File: config.mk
export PLATFORM = sky130hd
export DESIGN_NAME = uart_led_dimmer_command_parser
export DESIGN_NICKNAME = d
export VERILOG_FILES = /design/src/design/uldcp_pkg.sv /design/src/design/uart_led_dimmer_command_parser.sv /design/src/design/uldcp_ram.sv /design/src/design/uldcp_ctrl.sv /design/src/design/uldcp_dp.sv
export SDC_FILE = /design/constraint.sdc
export NUM_CORES = 1
export LEC_CHECK = 0
export BUFFER_PORTS_ARGS = -buffer_cell sky130_fd_sc_hd__buf_2
export CAP_MARGIN = 20
export CORE_AREA = 8 8 202 204
export CTS_BUF_LIST = sky130_fd_sc_hd__clkbuf_16
export DETAILED_ROUTE_END_ITERATION = 10
export DIE_AREA = 0 0 210 212
export PLACE_DENSITY_LB_ADDON = 0.2
export SLEW_MARGIN = 20
export SYNTH_ARGS = -nofsm -noshare
export SYNTH_HDL_FRONTEND = slang
export SYNTH_SLANG_ARGS = --single-unit
File: constraint.sdc
create_clock -name clk -period 13.23 [get_ports clk]
set_input_delay 0.6615 -clock clk [delete_from_list [all_inputs] [get_ports clk]]
set_output_delay 0.6615 -clock clk [all_outputs]
set_load 0.02 [all_outputs]
File: src/design/uldcp_pkg.sv
// ----------------------------------------------------------------------------
// uldcp_pkg
// Shared types and constants of the LED dimmer command parser: the command
// and status bundles between controller and datapath, and default sizes.
// ----------------------------------------------------------------------------
package uldcp_pkg;

  localparam int LINE_CAPACITY_DEF = 30;
  localparam int IN_TDATA_W        = 8;
  localparam int OUT_TDATA_W       = 32;

  typedef struct packed {
    logic store_wr;
    logic scan_start;
    logic scan_rd;
    logic exec;
    logic reply_load;
  } cmd_t;

  typedef struct packed {
    logic is_bang;
    logic is_eol;
    logic line_full;
    logic scan_done;
    logic has_match;
    logic out_free;
    logic reply_last;
  } sts_t;

endpackage

File: src/design/uart_led_dimmer_command_parser.sv
// ----------------------------------------------------------------------------
// uart_led_dimmer_command_parser
// Text command parser for a dimmable LED: received bytes form a line, '!'
// runs the ON, OFF, PWM: or Status command in it and streams the reply.
//
//   Channel | Direction | Transaction
//   in_     | slave     | one received byte
//   out_    | master    | one reply character with the LED state after it
//
// A byte other than '!' is taken and the port is ready again at once. A '!'
// closes the input for the walk of the line buffer through its single read
// port, one stored byte a cycle, then for running the command, then for the
// reply characters while the output takes them; the reply is 15 to 32
// characters. A stalled output holds the reply sequencer; the last character
// may wait in the output register while the next byte is accepted.
// Reset (synchronous, active low) empties the line, turns the LED off and
// sets the duty to 50 per cent; no clearing pass is needed.
// ----------------------------------------------------------------------------
module uart_led_dimmer_command_parser
  import uldcp_pkg::*;
#(
  parameter int LINE_CAPACITY = LINE_CAPACITY_DEF
) (
  input  logic                   clk,
  input  logic                   rst_n,
  input  logic                   in_tvalid,
  output logic                   in_tready,
  input  logic [IN_TDATA_W-1:0]  in_tdata,   // [7:0] rx_byte
  output logic                   out_tvalid,
  input  logic                   out_tready,
  output logic [OUT_TDATA_W-1:0] out_tdata,  // [7:0] tx_char, [17:8] compare_value,
                                             // [18] led_enabled, [25:19] duty_now
  output logic                   out_tlast
);

  cmd_t cmd;
  sts_t sts;

  uldcp_ctrl u_ctrl (
    .clk      (clk),
    .rst_n    (rst_n),
    .in_tvalid(in_tvalid),
    .in_tready(in_tready),
    .sts      (sts),
    .cmd      (cmd)
  );

  uldcp_dp #(
    .LINE_CAPACITY(LINE_CAPACITY)
  ) u_dp (
    .clk       (clk),
    .rst_n     (rst_n),
    .cmd       (cmd),
    .sts       (sts),
    .in_byte   (in_tdata),
    .out_tready(out_tready),
    .out_tvalid(out_tvalid),
    .out_tdata (out_tdata),
    .out_tlast (out_tlast)
  );

endmodule

File: src/design/uldcp_ram.sv
// ----------------------------------------------------------------------------
// uldcp_ram
// Generic single-write, single-read memory with a registered read port.
// ----------------------------------------------------------------------------
module uldcp_ram #(
  parameter int WIDTH = 8,
  parameter int DEPTH = 30
) (
  input  logic                     clk,
  input  logic                     we,
  input  logic [$clog2(DEPTH)-1:0] waddr,
  input  logic [WIDTH-1:0]         wdata,
  input  logic [$clog2(DEPTH)-1:0] raddr,
  output logic [WIDTH-1:0]         rdata
);

  logic [WIDTH-1:0] mem [DEPTH];

  always_ff @(posedge clk) begin
    if (we) begin
      mem[waddr] <= wdata;
    end
    rdata <= mem[raddr];
  end

endmodule

File: src/design/uldcp_ctrl.sv
// ----------------------------------------------------------------------------
// uldcp_ctrl
// Controller of the command parser: collects bytes, walks the stored line,
// runs the matched command and sequences the reply characters.
// ----------------------------------------------------------------------------
module uldcp_ctrl
  import uldcp_pkg::*;
(
  input  logic clk,
  input  logic rst_n,
  input  logic in_tvalid,
  output logic in_tready,
  input  sts_t sts,
  output cmd_t cmd
);

  localparam logic [1:0] S_IDLE  = 2'd0;
  localparam logic [1:0] S_SCAN  = 2'd1;
  localparam logic [1:0] S_EXEC  = 2'd2;
  localparam logic [1:0] S_REPLY = 2'd3;

  logic [1:0] state_r;
  logic [1:0] state_nxt;

  always_comb begin
    state_nxt = state_r;
    cmd       = '0;
    in_tready = (state_r == S_IDLE);
    case (state_r)
      S_IDLE: begin
        if (in_tvalid) begin
          if (sts.is_bang) begin
            cmd.scan_start = 1'b1;
            state_nxt      = S_SCAN;
          end else if (!sts.is_eol && !sts.line_full) begin
            cmd.store_wr = 1'b1;
          end
        end
      end
      S_SCAN: begin
        cmd.scan_rd = 1'b1;
        if (sts.scan_done) begin
          state_nxt = S_EXEC;
        end
      end
      S_EXEC: begin
        cmd.exec  = 1'b1;
        state_nxt = sts.has_match ? S_REPLY : S_IDLE;
      end
      S_REPLY: begin
        if (sts.out_free) begin
          cmd.reply_load = 1'b1;
          if (sts.reply_last) begin
            state_nxt = S_IDLE;
          end
        end
      end
      default: begin
        state_nxt = S_IDLE;
      end
    endcase
  end

  always_ff @(posedge clk) begin
    if (!rst_n) begin
      state_r <= S_IDLE;
    end else begin
      state_r <= state_nxt;
    end
  end

  a_exec_exit: assert property (@(posedge clk) disable iff (!rst_n)
    state_r == S_EXEC |=> state_r == S_IDLE || state_r == S_REPLY)
    else $error("command execution did not return to idle or reply");

  a_load_free: assert property (@(posedge clk) disable iff (!rst_n)
    cmd.reply_load |-> sts.out_free)
    else $error("reply character loaded over an untaken one");

  a_reply_end: assert property (@(posedge clk) disable iff (!rst_n)
    (state_r == S_REPLY && sts.out_free && sts.reply_last) |=> in_tready)
    else $error("input not reopened after the final reply character");

endmodule

File: src/design/uldcp_dp.sv
// ----------------------------------------------------------------------------
// uldcp_dp
// Datapath of the command parser: line buffer, keyword matching and digit
// accumulation during the line walk, LED state, and the reply character
// generator with its output register.
// ----------------------------------------------------------------------------
module uldcp_dp
  import uldcp_pkg::*;
#(
  parameter int LINE_CAPACITY = LINE_CAPACITY_DEF
) (
  input  logic                   clk,
  input  logic                   rst_n,
  input  cmd_t                   cmd,
  output sts_t                   sts,
  input  logic [7:0]             in_byte,
  input  logic                   out_tready,
  output logic                   out_tvalid,
  output logic [OUT_TDATA_W-1:0] out_tdata,
  output logic                   out_tlast
);

  localparam int CW = $clog2(LINE_CAPACITY + 1);
  localparam int AW = $clog2(LINE_CAPACITY);

  localparam logic [7:0] CH_BANG = 8'h21;
  localparam logic [7:0] CH_CR   = 8'h0D;
  localparam logic [7:0] CH_LF   = 8'h0A;
  localparam logic [7:0] CH_PCT  = 8'h25;
  localparam logic [7:0] CH_NUL  = 8'h00;
  localparam logic [7:0] CH_ZERO = 8'h30;
  localparam logic [7:0] CH_NINE = 8'h39;

  localparam logic [8*2-1:0] KW_ON  = "ON";
  localparam logic [8*3-1:0] KW_OFF = "OFF";
  localparam logic [8*4-1:0] KW_PWM = "PWM:";
  localparam logic [8*6-1:0] KW_ST  = "Status";

  localparam logic [8*15-1:0] TX_ON   = ">> Da bat LED\r\n";
  localparam logic [8*15-1:0] TX_OFF  = ">> Da tat LED\r\n";
  localparam logic [8*19-1:0] TX_PWM  = ">> Da luu PWM moi\r\n";
  localparam logic [8*15-1:0] TX_HEAD = ">> Trang thai: ";
  localparam logic [8*4-1:0]  TX_SON  = "ON, ";
  localparam logic [8*5-1:0]  TX_SOFF = "OFF, ";
  localparam logic [8*6-1:0]  TX_SPWM = "PWM = ";
  localparam logic [8*3-1:0]  TX_TAIL = "%\r\n";

  localparam logic [1:0] K_ON     = 2'd0;
  localparam logic [1:0] K_OFF    = 2'd1;
  localparam logic [1:0] K_PWM    = 2'd2;
  localparam logic [1:0] K_STATUS = 2'd3;

  localparam logic [6:0] DUTY_RST = 7'd50;
  localparam logic [7:0] DUTY_MAX = 8'd100;

  function automatic logic [7:0] status_char(
    input logic [4:0] k,
    input logic       on,
    input logic [1:0] nd,
    input logic [3:0] hd,
    input logic [3:0] td,
    input logic [3:0] od
  );
    logic [4:0] j;
    logic [4:0] ol;
    logic [3:0] dg;
    logic [7:0] ch;
    ch = CH_NUL;
    dg = od;
    ol = on ? 5'd4 : 5'd5;
    j  = k;
    if (k < 5'd15) begin
      ch = TX_HEAD[8*(14-k) +: 8];
    end else begin
      j = k - 5'd15;
      if (j < ol) begin
        ch = on ? TX_SON[8*(3-j) +: 8] : TX_SOFF[8*(4-j) +: 8];
      end else begin
        j = j - ol;
        if (j < 5'd6) begin
          ch = TX_SPWM[8*(5-j) +: 8];
        end else begin
          j = j - 5'd6;
          if (j < {3'b000, nd}) begin
            if (nd == 2'd3) begin
              dg = (j == 5'd0) ? hd : ((j == 5'd1) ? td : od);
            end else if (nd == 2'd2) begin
              dg = (j == 5'd0) ? td : od;
            end
            ch = CH_ZERO + {4'h0, dg};
          end else begin
            j = j - {3'b000, nd};
            if (j < 5'd3) begin
              ch = TX_TAIL[8*(2-j) +: 8];
            end
          end
        end
      end
    end
    return ch;
  endfunction

  logic [CW-1:0]    fill_r, fill_nxt;
  logic [CW-1:0]    idx_r, idx_nxt;
  logic [CW-1:0]    pos_r, pos_nxt;
  logic             proc_v_r, proc_v_nxt;
  logic             m_on_r, m_on_nxt;
  logic             m_off_r, m_off_nxt;
  logic             m_pwm_r, m_pwm_nxt;
  logic             m_st_r, m_st_nxt;
  logic             stop_r, stop_nxt;
  logic [7:0]       acc_r, acc_nxt;
  logic             on_r, on_nxt;
  logic [6:0]       duty_r, duty_nxt;
  logic [1:0]       kind_r, kind_nxt;
  logic [4:0]       rpos_r, rpos_nxt;
  logic             out_valid_r, out_valid_nxt;
  logic [OUT_TDATA_W-1:0] out_data_r, out_data_nxt;
  logic             out_last_r, out_last_nxt;

  logic [7:0]  rd_data;
  logic [7:0]  ch;
  logic        is_digit;
  logic        hit_on, hit_off, hit_pwm, hit_st;
  logic [14:0] div_prod;
  logic [3:0]  q10;
  logic [6:0]  ones7;
  logic [3:0]  hd, td, od;
  logic [1:0]  nd;
  logic [5:0]  reply_len;
  logic [9:0]  cmp;
  logic [7:0]  tx_char;
  logic [4:0]  k;

  uldcp_ram #(
    .WIDTH(8),
    .DEPTH(LINE_CAPACITY)
  ) u_line (
    .clk  (clk),
    .we   (cmd.store_wr),
    .waddr(fill_r[AW-1:0]),
    .wdata(in_byte),
    .raddr(idx_r[AW-1:0]),
    .rdata(rd_data)
  );

  assign ch       = rd_data;
  assign is_digit = (ch >= CH_ZERO) && (ch <= CH_NINE);

  assign hit_on  = m_on_r  && (fill_r >= CW'(2));
  assign hit_off = m_off_r && (fill_r >= CW'(3));
  assign hit_pwm = m_pwm_r && (fill_r >= CW'(4));
  assign hit_st  = m_st_r  && (fill_r >= CW'(6));

  assign div_prod = {8'h00, duty_r} * 15'd205;
  assign q10      = div_prod[14:11];
  assign ones7    = duty_r - ({3'b000, q10} * 7'd10);
  assign od       = ones7[3:0];
  assign hd       = (q10 == 4'd10) ? 4'd1 : 4'd0;
  assign td       = (q10 == 4'd10) ? 4'd0 : q10;
  assign nd       = (duty_r >= 7'd100) ? 2'd3 : ((duty_r >= 7'd10) ? 2'd2 : 2'd1);
  assign cmp      = on_r ? ({duty_r, 3'b000} + {2'b00, duty_r, 1'b0}) : 10'd0;
  assign k        = rpos_r;

  always_comb begin
    case (kind_r)
      K_ON:     reply_len = 6'd15;
      K_OFF:    reply_len = 6'd15;
      K_PWM:    reply_len = 6'd19;
      K_STATUS: reply_len = 6'd24 + (on_r ? 6'd4 : 6'd5) + {4'h0, nd};
      default:  reply_len = 6'd15;
    endcase
  end

  always_comb begin
    case (kind_r)
      K_ON:     tx_char = TX_ON[8*(14-k) +: 8];
      K_OFF:    tx_char = TX_OFF[8*(14-k) +: 8];
      K_PWM:    tx_char = TX_PWM[8*(18-k) +: 8];
      K_STATUS: tx_char = status_char(k, on_r, nd, hd, td, od);
      default:  tx_char = CH_NUL;
    endcase
  end

  always_comb begin
    fill_nxt      = fill_r;
    idx_nxt       = idx_r;
    pos_nxt       = pos_r;
    proc_v_nxt    = 1'b0;
    m_on_nxt      = m_on_r;
    m_off_nxt     = m_off_r;
    m_pwm_nxt     = m_pwm_r;
    m_st_nxt      = m_st_r;
    stop_nxt      = stop_r;
    acc_nxt       = acc_r;
    on_nxt        = on_r;
    duty_nxt      = duty_r;
    kind_nxt      = kind_r;
    rpos_nxt      = rpos_r;
    out_valid_nxt = out_valid_r && !out_tready;
    out_data_nxt  = out_data_r;
    out_last_nxt  = out_last_r;

    if (cmd.store_wr) begin
      fill_nxt = fill_r + CW'(1);
    end

    if (cmd.scan_start) begin
      idx_nxt   = '0;
      m_on_nxt  = 1'b1;
      m_off_nxt = 1'b1;
      m_pwm_nxt = 1'b1;
      m_st_nxt  = 1'b1;
      stop_nxt  = 1'b0;
      acc_nxt   = 8'h00;
    end

    if (cmd.scan_rd && (idx_r < fill_r)) begin
      idx_nxt    = idx_r + CW'(1);
      pos_nxt    = idx_r;
      proc_v_nxt = 1'b1;
    end

    if (proc_v_r) begin
      if (pos_r < CW'(2) && ch != KW_ON[8*(1-pos_r[2:0]) +: 8]) begin
        m_on_nxt = 1'b0;
      end
      if (pos_r < CW'(3) && ch != KW_OFF[8*(2-pos_r[2:0]) +: 8]) begin
        m_off_nxt = 1'b0;
      end
      if (pos_r < CW'(4) && ch != KW_PWM[8*(3-pos_r[2:0]) +: 8]) begin
        m_pwm_nxt = 1'b0;
      end
      if (pos_r < CW'(6) && ch != KW_ST[8*(5-pos_r[2:0]) +: 8]) begin
        m_st_nxt = 1'b0;
      end
      if (pos_r >= CW'(4) && !stop_r) begin
        if (ch == CH_PCT || ch == CH_NUL) begin
          stop_nxt = 1'b1;
        end else if (is_digit) begin
          acc_nxt = {acc_r[4:0], 3'b000} + {acc_r[6:0], 1'b0} + (ch - CH_ZERO);
        end
      end
    end

    if (cmd.exec) begin
      fill_nxt = '0;
      rpos_nxt = 5'd0;
      if (hit_on) begin
        on_nxt   = 1'b1;
        kind_nxt = K_ON;
      end else if (hit_off) begin
        on_nxt   = 1'b0;
        kind_nxt = K_OFF;
      end else if (hit_pwm) begin
        duty_nxt = (acc_r > DUTY_MAX) ? DUTY_MAX[6:0] : acc_r[6:0];
        kind_nxt = K_PWM;
      end else if (hit_st) begin
        kind_nxt = K_STATUS;
      end
    end

    if (cmd.reply_load) begin
      rpos_nxt      = rpos_r + 5'd1;
      out_valid_nxt = 1'b1;
      out_data_nxt  = {6'b000000, duty_r, on_r, cmp, tx_char};
      out_last_nxt  = sts.reply_last;
    end
  end

  always_comb begin
    sts.is_bang    = (in_byte == CH_BANG);
    sts.is_eol     = (in_byte == CH_CR) || (in_byte == CH_LF);
    sts.line_full  = (fill_r == CW'(LINE_CAPACITY));
    sts.scan_done  = (idx_r == fill_r) && !proc_v_r;
    sts.has_match  = hit_on || hit_off || hit_pwm || hit_st;
    sts.out_free   = !out_valid_r || out_tready;
    sts.reply_last = ({1'b0, rpos_r} == (reply_len - 6'd1));
  end

  always_ff @(posedge clk) begin
    if (!rst_n) begin
      fill_r      <= '0;
      proc_v_r    <= 1'b0;
      on_r        <= 1'b0;
      duty_r      <= DUTY_RST;
      out_valid_r <= 1'b0;
    end else begin
      fill_r      <= fill_nxt;
      proc_v_r    <= proc_v_nxt;
      on_r        <= on_nxt;
      duty_r      <= duty_nxt;
      out_valid_r <= out_valid_nxt;
    end
  end

  always_ff @(posedge clk) begin
    idx_r      <= idx_nxt;
    pos_r      <= pos_nxt;
    m_on_r     <= m_on_nxt;
    m_off_r    <= m_off_nxt;
    m_pwm_r    <= m_pwm_nxt;
    m_st_r     <= m_st_nxt;
    stop_r     <= stop_nxt;
    acc_r      <= acc_nxt;
    kind_r     <= kind_nxt;
    rpos_r     <= rpos_nxt;
    out_data_r <= out_data_nxt;
    out_last_r <= out_last_nxt;
  end

  assign out_tvalid = out_valid_r;
  assign out_tdata  = out_data_r;
  assign out_tlast  = out_last_r;

  a_fill_cap: assert property (@(posedge clk) disable iff (!rst_n)
    fill_r <= CW'(LINE_CAPACITY))
    else $error("line fill count beyond the buffer capacity");

  a_walk_range: assert property (@(posedge clk) disable iff (!rst_n)
    proc_v_r |-> pos_r < fill_r)
    else $error("line walk read beyond the stored bytes");

  a_exec_clear: assert property (@(posedge clk) disable iff (!rst_n)
    cmd.exec |=> fill_r == '0)
    else $error("line not cleared after the terminator");

endmodule
After elaboration in Yosys (flattened, before gate mapping)
Memories as Yosys holds them, arrays and structs flattened. A register that Yosys moved wholly into a read port is not among the register bits.
Cells that the tools add are included.
- output and inout port bits: 35
- bits in registers: 74
- input bits: 12
- memory bits (writable): 240
- logic and storage cells: 226
- memories: 1
- reductions and logical operators: 41
- magnitude comparators: 20
- eq/ne operators: 26
- bitwise gates (word level): 3
- muxes and demuxes: 75
- $add $sub $neg: 26
- multiply operators: 2
- shift operators: 12
- memories (name ; words ; width ; read ports ; clocked after Yosys merged registers in ; write ports ; RTL line ; RTL):
    u_dp.u_line.mem ; 30 ; 8 ; 1 ; 1 ; 1 ; uldcp_ram.sv:17 ; logic [WIDTH-1:0] mem [DEPTH];
- operators with widths (kind ; count):
    $shiftx 120x33->8 const A ; 3
    $shiftx 152x33->8 const A ; 1
    $shiftx 48x33->8 const A ; 2
    $mux 8 ; 11
    $shiftx 24x33->8 const A ; 2
    $shiftx 32x33->8 const A ; 2
    $mux 4 ; 11
    $shiftx 40x33->8 const A ; 1
    $mux 1 ; 33
    $shiftx 16x33->8 const A ; 1
    $ne 8x8->1 ; 4
    $pmux 8 s4 ; 1
    $mux 2 ; 12
    $mux 5 ; 4
    $pmux 6 s3 ; 1
    $add 8x8->8 ; 2
    $eq 8x4->1 const B ; 2
    $eq 8x6->1 const B ; 2
    $add 5x1->5 const B ; 3
    $ge 5x3->1 const B ; 3
    $lt 5x2->1 const B ; 3
    $lt 5x3->1 const B ; 3
    $mul 7x8->15 const B ; 1
    $logic_and 1x1->1 ; 14
    51 further kinds ; 83

Logic depth before layout (Yosys ltp)
Gate-level depths: netlist (run 1).
- depth after elaboration: 18
- gate-level depth with buffers: 23
- depth with buffers taken out: 23

By module
A second synthesis (run 1) with hierarchy kept.
- cell total of the unflattened synthesis: 1392
- area, all modules: 17110.2 um^2
- modules (own cells, without submodules) (module ; seq. area each (um^2) ; cells each ; area an instance (um^2) ; times used):
    uldcp_ram ; 7367.1 ; 530 ; 9791.9 ; 1
    uldcp_dp ; 1821.7 ; 842 ; 7174.4 ; 1
    uldcp_ctrl ; 40.0 ; 20 ; 143.9 ; 1

Worst setup path before layout (run 1)
Ideal clock, no wire load.
- path kind: reg2reg
- start point: reg u_dp.duty_r[4]
- end point: reg u_dp.out_data_r[3] (netlist: u_dp.out_tdata[3]), data pin
- path buffers: 0
- period minus slack after synthesis: 5.034 ns
- setup time: 0.274 ns
- data required time: 12.956 ns
- slack: 8.196 ns
- cell stages (with the launch flop): 24
- arrival time: 4.759 ns
- path through: dfxtp_1 > inv_1 > ha_1 > inv_1 > fa_1 > inv_1 > ha_1 > inv_1 > fa_1 > inv_1 > ha_1 > nand4_1 > nor3_1 > nor3_1 > xnor2_1 > inv_1 > ha_1 > fa_1 > xor2_1 > xnor2_1 > xnor2_1 > nor2_1 > o311ai_0 > o211ai_1
- cells in the longest elaborated chain, start to end: 17
- elaborated cells between the ends (all ways): 34
- classes of those cells: add/sub: 4; mul: 2; order compare: 4; eq/ne: 3; shift: 1; mux: 20
- ends and longest elaborated chain (what ; RTL line ; RTL):
    start: declaration ; uldcp_dp.sv:114 ; logic [6:0] duty_r, duty_nxt;
    start signal: assignment ; uldcp_dp.sv:292 ; duty_r <= duty_nxt;
    $mul 7x8->15 / $ge 7x4->1 (equally long branches) ; uldcp_dp.sv:155, uldcp_dp.sv:161 ;
    $mul 4x3->3, or another cell as far along ; uldcp_dp.sv:157 ; assign ones7 = duty_r - ({3'b000, q10} * 7'd10);
    $sub 4x4->4, or another cell as far along ; uldcp_dp.sv:157 ;
    $mux 4, or another cell as far along ; uldcp_dp.sv:88 ; dg = (j == 5'd0) ? td : od;
    $mux 4, on equally long branches ; uldcp_dp.sv:87, uldcp_dp.sv:86 ;
    $mux 4 ; uldcp_dp.sv:85 ; if (nd == 2'd3) begin
    $mux 4 ; uldcp_dp.sv:84 ; if (j < {3'b000, nd}) begin
    $mux 4 ; uldcp_dp.sv:80 ; if (j < 5'd6) begin
    (+2 left out) ; n/a ;
    $mux 4 ; uldcp_dp.sv:176 ; case (kind_r)
    $add 6x4->7 ; uldcp_dp.sv:90 ; ch = CH_ZERO + {4'h0, dg};
    $mux 8 * ; uldcp_dp.sv:84 ;
    $mux 8 * ; uldcp_dp.sv:80 ;
    $mux 8 * ; uldcp_dp.sv:76 ; if (j < ol) begin
    $mux 8 * ; uldcp_dp.sv:72 ; if (k < 5'd15) begin
    $pmux 8 s4 * ; uldcp_dp.sv:176 ;
    via u_dp.tx_char[3] ; uldcp_dp.sv:132 ; logic [7:0] tx_char;
    end signal: assignment ; uldcp_dp.sv:308 ; out_data_r <= out_data_nxt;
    end: declaration ; uldcp_dp.sv:118 ; logic [OUT_TDATA_W-1:0] out_data_r, out_data_nxt;
Mark *: on every way through the listed nets, which the timed path passes. The rest lies on a longest branch. The select of a mux whose other input is x is not followed.
A chain may end at the register's enable or synchronous reset.

Final worst setup path (run 1)
Ends and elaborated chain as after synthesis.

==> results.yml, run 1 <==
timing:
  timing.hold.ws_ns: 0.4147
  slew_violations: 0
  fin_worst_skew_ns: 0.01609
  min_period_over_period_pct: 42.87
  worstMarginPinSlew_ns: 1.037
  fin_tns_setup_ns: 0
  max_freq_mhz: 176.3
  hold_violations: 0
  setup_violations: 0
  rsz0062_at_grt: "false"
  min_period_ns: 5.671
  max_slew_margin_pct: 30.34
  worst_slack_ns: 7.559
power:
  power_per_cell_area_nw_per_um2: 117.0
  netSwitchingFraction_pct: 20.81
  cellLeakagePower_uw: 0.006660
  power.switching_uw: 449.6
  pwr-share-comb_pct: 2.1
  finalPower_uw: 2161
  intPower_uw: 1711
  seqPwrFrac_pct: 51.4
  peakVddDrop_mv: 0.1170
  clockPowerShare_pct: 46.4
cells_and_area:
  area_growth_pct: 11.12
  nNetsFinal: 1383
  antennaDiodeCount: 0
  fillerInstances: 3316
  final_area_um2: 18460
  final_layout_size_suffix_gt1_share_pct: 16.51
clock_tree:
  ctsRootBufferMaster: "clkbuf_16"
  cts_setup_buffers: 0
  tritoncts: "yes"
  clk_path_buf_depth: 3
  cts.htree.levels: 2
  clkTransAtPathRegs_ns: 0.05
  holdBufCountCts: 0
  clock_latency_ns: 0.54
  cts_resized: 0
  cts_sinks: 320
  cts_buffers: 36
worst_setup_path:
  path_depth: 23
  r2r-start: "u_dp.duty_r[4]$_SDFFE_PN1P_"
  r2r_cells: 23
  worstPathBufferInverterCount: 6
  regToRegSetupSlack_ns: 7.56
  crit_top_cell: "inv_1"
  reg2reg_to: "u_dp.out_tdata[3]$_DFFE_PP_"
  crit_path_start_kind: "flop"
  crit_fanout: 8
  critical-path-top-delay-family: "adder cells"
  worstPathRequired_ns: 13.48
  max_stage_delay_ns: 0.52
  crit_end: "u_dp.out_tdata[3]$_DFFE_PP_"
  cp-startpoint: "u_dp.duty_r[4]$_SDFFE_PN1P_"
  crit_slowest_cell: "dfxtp_1"
  critPathKind: "flop to flop"
  critPathArrivalTime_ns: 5.92
  path_cells: "inv_1 > ha_1 > inv_1 > fa_1 > inv_1 > ha_1 > inv_1 > fa_1 > inv_1 > ha_1 > nand4_1 > nor3_1 > nor3_1 > xnor2_1 > inv_1 > ha_1 > fa_1 > xor2_1 > xnor2_1 > xnor2_1 > nor2_1 > o311ai_0 > o211ai_1"
  cp-end-kind: "flop"
die:
  dieHeight_um: 212
  initial_core_util_pct: 43.81
  die_w_um: 210
  dieArea_um2: 44520
  core_um2: 37930
  ioPinCount: 47
  row_count: 72
synth:
  synth_flop_cell: "edfxtp_1"
  ys_seq_area_share_pct: 55.54
  yosys.cell_types.count: 82
  synth_xor_xnor_area_share_pct: 3.471
  yosysTopAreaCell: "edfxtp_1"
  synth_top_family_by_area: "multiplexers"
  synthTopCellsByArea: "edfxtp_1, mux4_2, ha_1, dfxtp_1, nor2_1"
  netlist_instances: 1239
  netlist_area_um2: 16620
  ys.warnings.count: 0
  synth_compound_area_share_pct: 8.878
  synth_mux_area_share_pct: 11.15
  syn_avg_cell_area_um2: 13.41
  yosysTopAreaCellShare_pct: 50.96
  synth-edff-count: 282
  yosys.area_share.adder_pct: 8.404
  ys_ff_latch: 320
  yosys.area_share.simple_pct: 9.232
  synthArstFlopShare_pct: 0
global_routing:
  grt_first_pass_wirelength_um: 58370
  grt.total_usage_pct: 16.69
  grt_pass1_vias: 10140
  grt_max_degree: 60
  antenna_found_initial: 0
  grt.overflow.total: 0
routing:
  ant_nets: 0
  vias: 10170
  viasPerCell: 5.608
  wl_met3_um: 2066
  routedWlPerCell_um: 20.49
  dr_wl_met2_um: 17800
  drtPass1Iterations: 5
  routed_wl_um: 37180
  drt-met1-wl_um: 16520
  drtIter0Drc: 658
  dr.max_layer_used: "met4"
  post-route-drc-count: 0
placed_design:
  port_buffers: 38
  gp_congestion: 0.8693
  place_ws_ns: 7.597
  dpl.hpwl_um: 25220
  place_area_um2: 17270
worst_hold_path:
  min_path_cells: 2
  hold_path.class: "input port to flop"
outcome:
  outcome: "completed"
run:
  drv_cap: 0
## how the worst min path moves through the flow
| stage | to | slack [ns] | start |
|---|---|---|---|
| after floorplan | u_dp.stop_r$_DFF_P_ | 0.45 | u_dp.stop_r$_DFF_P_ |
| after global placement | u_dp.stop_r$_DFF_P_ | 0.49 | u_dp.stop_r$_DFF_P_ |
| after detailed placement | u_dp.stop_r$_DFF_P_ | 0.49 | u_dp.stop_r$_DFF_P_ |
| after CTS | u_dp.duty_r[5]$_SDFFE_PN1P_ | 0.38 | rst_n |
| after global routing | u_dp.duty_r[5]$_SDFFE_PN1P_ | 0.41 | rst_n |
| final | u_dp.duty_r[5]$_SDFFE_PN1P_ | 0.41 | rst_n |
## state kept, by name, indices dropped and copies added (netlist names), 2 cells and up
name,cells
u_dp.fill_r,5
u_dp.u_line.mem,240
u_dp.pos_r,5
u_dp.kind_r,2
u_dp.acc_r,8
u_dp.duty_r,7
u_dp.k,5
u_dp.out_tdata,24
u_dp.idx_r,5
u_dp.u_line.rdata,8
u_ctrl.state_r,2
## routing by layer
layer,vias to the layer above,track usage [%]
met5,-,0
met4,0,4.593
met3,57,2.904
met2,306,27.91
li1,4782,-
met1,5028,22.31
## power by group through the flow
| stage | Clock [uW] | Combinational, uW | Sequential (uW) |
|---|---|---|---|
| after floorplan | 0 | 26.8 | 1130 |
| after global placement | 0 | 45.3 | 1130 |
| after detailed placement | 0 | 46.2 | 1130 |
| after CTS | 1030 | 46.7 | 1110 |
| after global routing | 1070 | 50.9 | 1110 |
| final | 1000 | 46.0 | 1110 |
## cell usage in the layout (no fill, tap or decap), types with 7 or more instances in the layout
master / netlist / routed
a21o_1: 8 / 8
a21oi_1: 50 / 50
a22o_1: 8 / 8
a31oi_1: 18 / 18
and3_1: 8 / 8
buf_2: 1 / 38
buf_4: 9 / 9
clkbuf_16: 0 / 37
clkinv_2: 0 / 10
conb_1: 1 / 8
dfxtp_1: 38 / 38
edfxtp_1: 282 / 282
fa_1: 16 / 16
ha_1: 86 / 86
inv_1: 66 / 70
mux2_2: 17 / 17
mux4_2: 72 / 72
nand2_1: 62 / 62
nand2b_1: 15 / 15
nand3_1: 23 / 23
nand4_1: 9 / 9
nor2_1: 116 / 116
nor2b_1: 11 / 11
nor3_1: 28 / 28
nor4_1: 12 / 12
o211ai_1: 8 / 8
o21a_1: 7 / 7
o21ai_0: 40 / 40
o22ai_1: 9 / 9
xnor2_1: 42 / 42
xor2_1: 15 / 15
## metrics by stage
stage | cells | util, %
final | 1814 | 48.68
after global routing | 1814 | 48.68
after CTS | 1814 | 48.68
after detailed placement | 1749 | 45.52
after global placement | 1749 | 45.52
after floorplan | 1246 | -
## cell usage after synthesis (4+ instances only)
cell type  count
mux2_2        17
inv_1         66
a31oi_1       18
mux4_2        72
o22ai_1        9
nand4_1        9
o2111ai_1      4
or3_1          5
and3_1         8
fa_1          16
a221o_1        4
mux2i_1        4
o21ai_0       40
and2_1         4
nor2b_1       11
nor4_1        12
nor2_1       116
nand2_1       62
nor3_1        28
a21boi_0       6
ha_1          86
a21o_1         8
dfxtp_1       38
buf_4          9
buf_1          8
o31ai_1        6
nand2b_1      15
xnor2_1       42
a21oi_1       50
a22o_1         8
a221oi_1       4
xor2_1        15
edfxtp_1     282
o211ai_1       8
o21a_1         7
or2_2          5
a22oi_1        5
clkbuf_1      42
nand3_1       23
## cell families (layout without fill, tap and decap cells)
logic type / count (synthesis) / after routing
buffers and inverters: 132 / 182
other: 1 / 8
DFF: 320 / 320
muxes: 93 / 93
xor gates and xnor gates: 60 / 60
and+or+nand+nor: 316 / 316
adders and majority gates: 102 / 102
AOI/OAI and AO/OA: 215 / 215
## area by class of cell
| class | count | area, um2 | share of cell area [%] |
|---|---|---|---|
| Sequential cell | 320 | 9229 | 49.98 |
| Multi-Input combinational cell | 794 | 6865 | 37.18 |
| Clock buffer | 37 | 925.9 | 5.015 |
| Tap cell | 518 | 648.1 | 3.510 |
| Clock inverter | 28 | 272.8 | 1.477 |
| Inverter | 70 | 265.3 | 1.437 |
| Timing Repair Buffer | 47 | 257.7 | 1.396 |
Power figures use the tool's default switching activity.
==> inputs of run 2 (changes only) <==
- clock period: 13.23 -> 5.5 ns (I/O delays scaled with it)
==> results.yml, run 2 (same netlist as run 1, synthesis figures left out) <==
worst_setup_path:
  critPathKind: "flop to flop"
  cp-end-kind: "flop"
  crit_slowest_cell: "fa_1"
  worstPathBufferInverterCount: 3
  worstPathRequired_ns: 5.77
  crit_fanout: 5
  max_stage_delay_ns: 0.51
  critPathArrivalTime_ns: 5.42
  path_cells: "ha_1 > ha_1 > fa_1 > inv_1 > fa_1 > inv_1 > ha_1 > a311oi_1 > nor3_1 > nor3_2 > xnor2_1 > inv_1 > ha_1 > fa_1 > xor2_1 > xnor2_1 > xnor2_1 > nor2_1 > o311ai_1 > o211ai_1"
  critical-path-top-delay-family: "adder cells"
  crit_path_start_kind: "flop"
  crit_top_cell: "ha_1"
timing:
  min_period_over_period_pct: 93.60
  hold_violations: 0
  worst_slack_ns: 0.3520
  fin_tns_setup_ns: 0
  max_slew_margin_pct: 29.46
  rsz0062_at_grt: "false"
  min_period_ns: 5.148
  worstMarginPinSlew_ns: 1.054
  slew_violations: 0
  setup_violations: 0
  max_freq_mhz: 194.2
  fin_worst_skew_ns: 0.01616
cells_and_area:
  seqCellArea_um2: 9231
  antennaDiodeCount: 0
  nNetsFinal: 1397
  final_layout_size_suffix_gt1_share_pct: 17.02
  area_growth_pct: 11.54
  largest_reg_flops: 240
  layout_commonest_cell: "edfxtp_1"
  top_register: "u_dp.u_line.mem"
  multi_input_area_um2: 6870
  final_area_um2: 18530
  fillerInstances: 3275
  final_cell_mix: "edfxtp_1, nor2_1, ha_1"
clock_tree:
  clk_path_buf_depth: 3
  ctsRootBufferMaster: "clkbuf_16"
  clkTransAtPathRegs_ns: 0.06
  tritoncts: "yes"
  cts_setup_buffers: 0
  cts_sinks: 320
  cts_buffers: 36
  clock_latency_ns: 0.54
  cts.htree.levels: 2
outcome:
  outcome: "completed"
power:
  netSwitchingFraction_pct: 21.25
  pwr-share-comb_pct: 2.2
  power_per_cell_area_nw_per_um2: 275.3
  peakVddDrop_mv: 0.2443
  seqPwrFrac_pct: 52.4
  intPower_uw: 4019
  clockPowerShare_pct: 45.4
  power.switching_uw: 1084
  cellLeakagePower_uw: 0.006697
global_routing:
  grt_pass1_vias: 10290
  grt_first_pass_wirelength_um: 60260
  antenna_found_initial: 0
  grt_max_degree: 70
  grt.total_usage_pct: 17.20
  grt.overflow.total: 0
routing:
  viasPerCell: 5.657
  dr_wl_met2_um: 18080
  wl_met3_um: 2188
  dr.max_layer_used: "met4"
  drtIter0Drc: 803
  post-route-drc-count: 0
  vias: 10340
  routedWlPerCell_um: 20.79
  drt-met1-wl_um: 16900
  ant_nets: 0
  routed_wl_um: 38010
  drtPass1Iterations: 8
die:
  core_um2: 37930
  dieArea_um2: 44520
  dieHeight_um: 212
  ioPinCount: 47
  initial_core_util_pct: 43.81
  die_w_um: 210
  row_count: 72
run:
  drv_cap: 0
placed_design:
  place_ws_ns: 0.1044
  dpl.hpwl_um: 25370
  gp_congestion: 0.8675
  place_area_um2: 17380
  port_buffers: 38
worst_hold_path:
  hold_path.class: "input port to flop"
==> run 2: cell types whose count changed in the layout (fill, tap and decap cells not counted), moves of 2 or more <==
cell	change
clkinv_1	+6
clkinvlp_4	+2
dfxtp_2	+2
bufinv_16	-2
buf_4	+12
dfxtp_1	-2
clkinv_2	-6
==> run 2: timing repair <==
| action | in CTS | in global routing |
|---|---|---|
| resized for setup | 0 | 4 |
| endpoints found under the hold margin | 1 | 0 |
| hold buffers | 1 | 0 |
| setup endpoints to repair | 0 | 1 |
==> run 2: final timing paths <==
| check | to | slack [ns] | cells after the start | startpoint |
|---|---|---|---|---|
| max | u_dp.out_tdata[3]$_DFFE_PP_ | 0.35 | 20 | u_dp.duty_r[4]$_SDFFE_PN1P_ |
| min | u_ctrl.state_r[0]$_SDFFE_PN0P_ | 0.16 | 4 | in_tvalid |
| max reg2reg | u_dp.out_tdata[3]$_DFFE_PP_ | 0.35 | 20 | u_dp.duty_r[4]$_SDFFE_PN1P_ |
| min reg2reg | u_dp.out_tdata[23]$_DFFE_PP_ | 0.49 | 0 | u_dp.duty_r[4]$_SDFFE_PN1P_ |
==> run 2: layout make-up <==
class / count / share of cell area (%)
Clock buffer: 37 / 4.996
Clock inverter: 28 / 1.161
Inverter: 70 / 1.431
Multi-Input combinational cell: 794 / 37.07
Sequential cell: 320 / 49.81
Tap cell: 518 / 3.497
Timing Repair Buffer: 61 / 2.039
==> run 2: worst min-delay path, delay by kind of cell <==
| family | cells | cell delay [ns] |
|---|---|---|
| AO/OA/AOI/OAI | 2 | 0.19 |
| buffers and inverters | 2 | 0.17 |
==> run 2: power by group through the flow <==
stage          clock (uW)  sequential, uW  combinational, uW
2_1_floorplan           0            2720               64.4
3_3_place_gp            0            2720                110
3_5_place_dp            0            2720                113
4_1_cts              2370            2670                114
5_1_grt              2460            2680                125
6_report             2320            2670                113
==> run 2: metal layers <==
layer,vias to the layer above,global-route usage [%]
li1,4806,-
met2,326,28.39
met4,0,4.423
met5,-,0.4444
met3,55,2.727
met1,5154,23.58
==> run 2: per-stage QoR <==
step                      cells  utilization (%)  hold slack, ns  power, uW
after floorplan            1246                -          0.3481       2782
after global placement     1762            45.81          0.4821       2834
after detailed placement   1762            45.81          0.4983       2837
after CTS                  1828            48.85          0.1450       5161
after global routing       1828            48.87          0.1652       5260
final                      1828            48.87          0.1593       5103
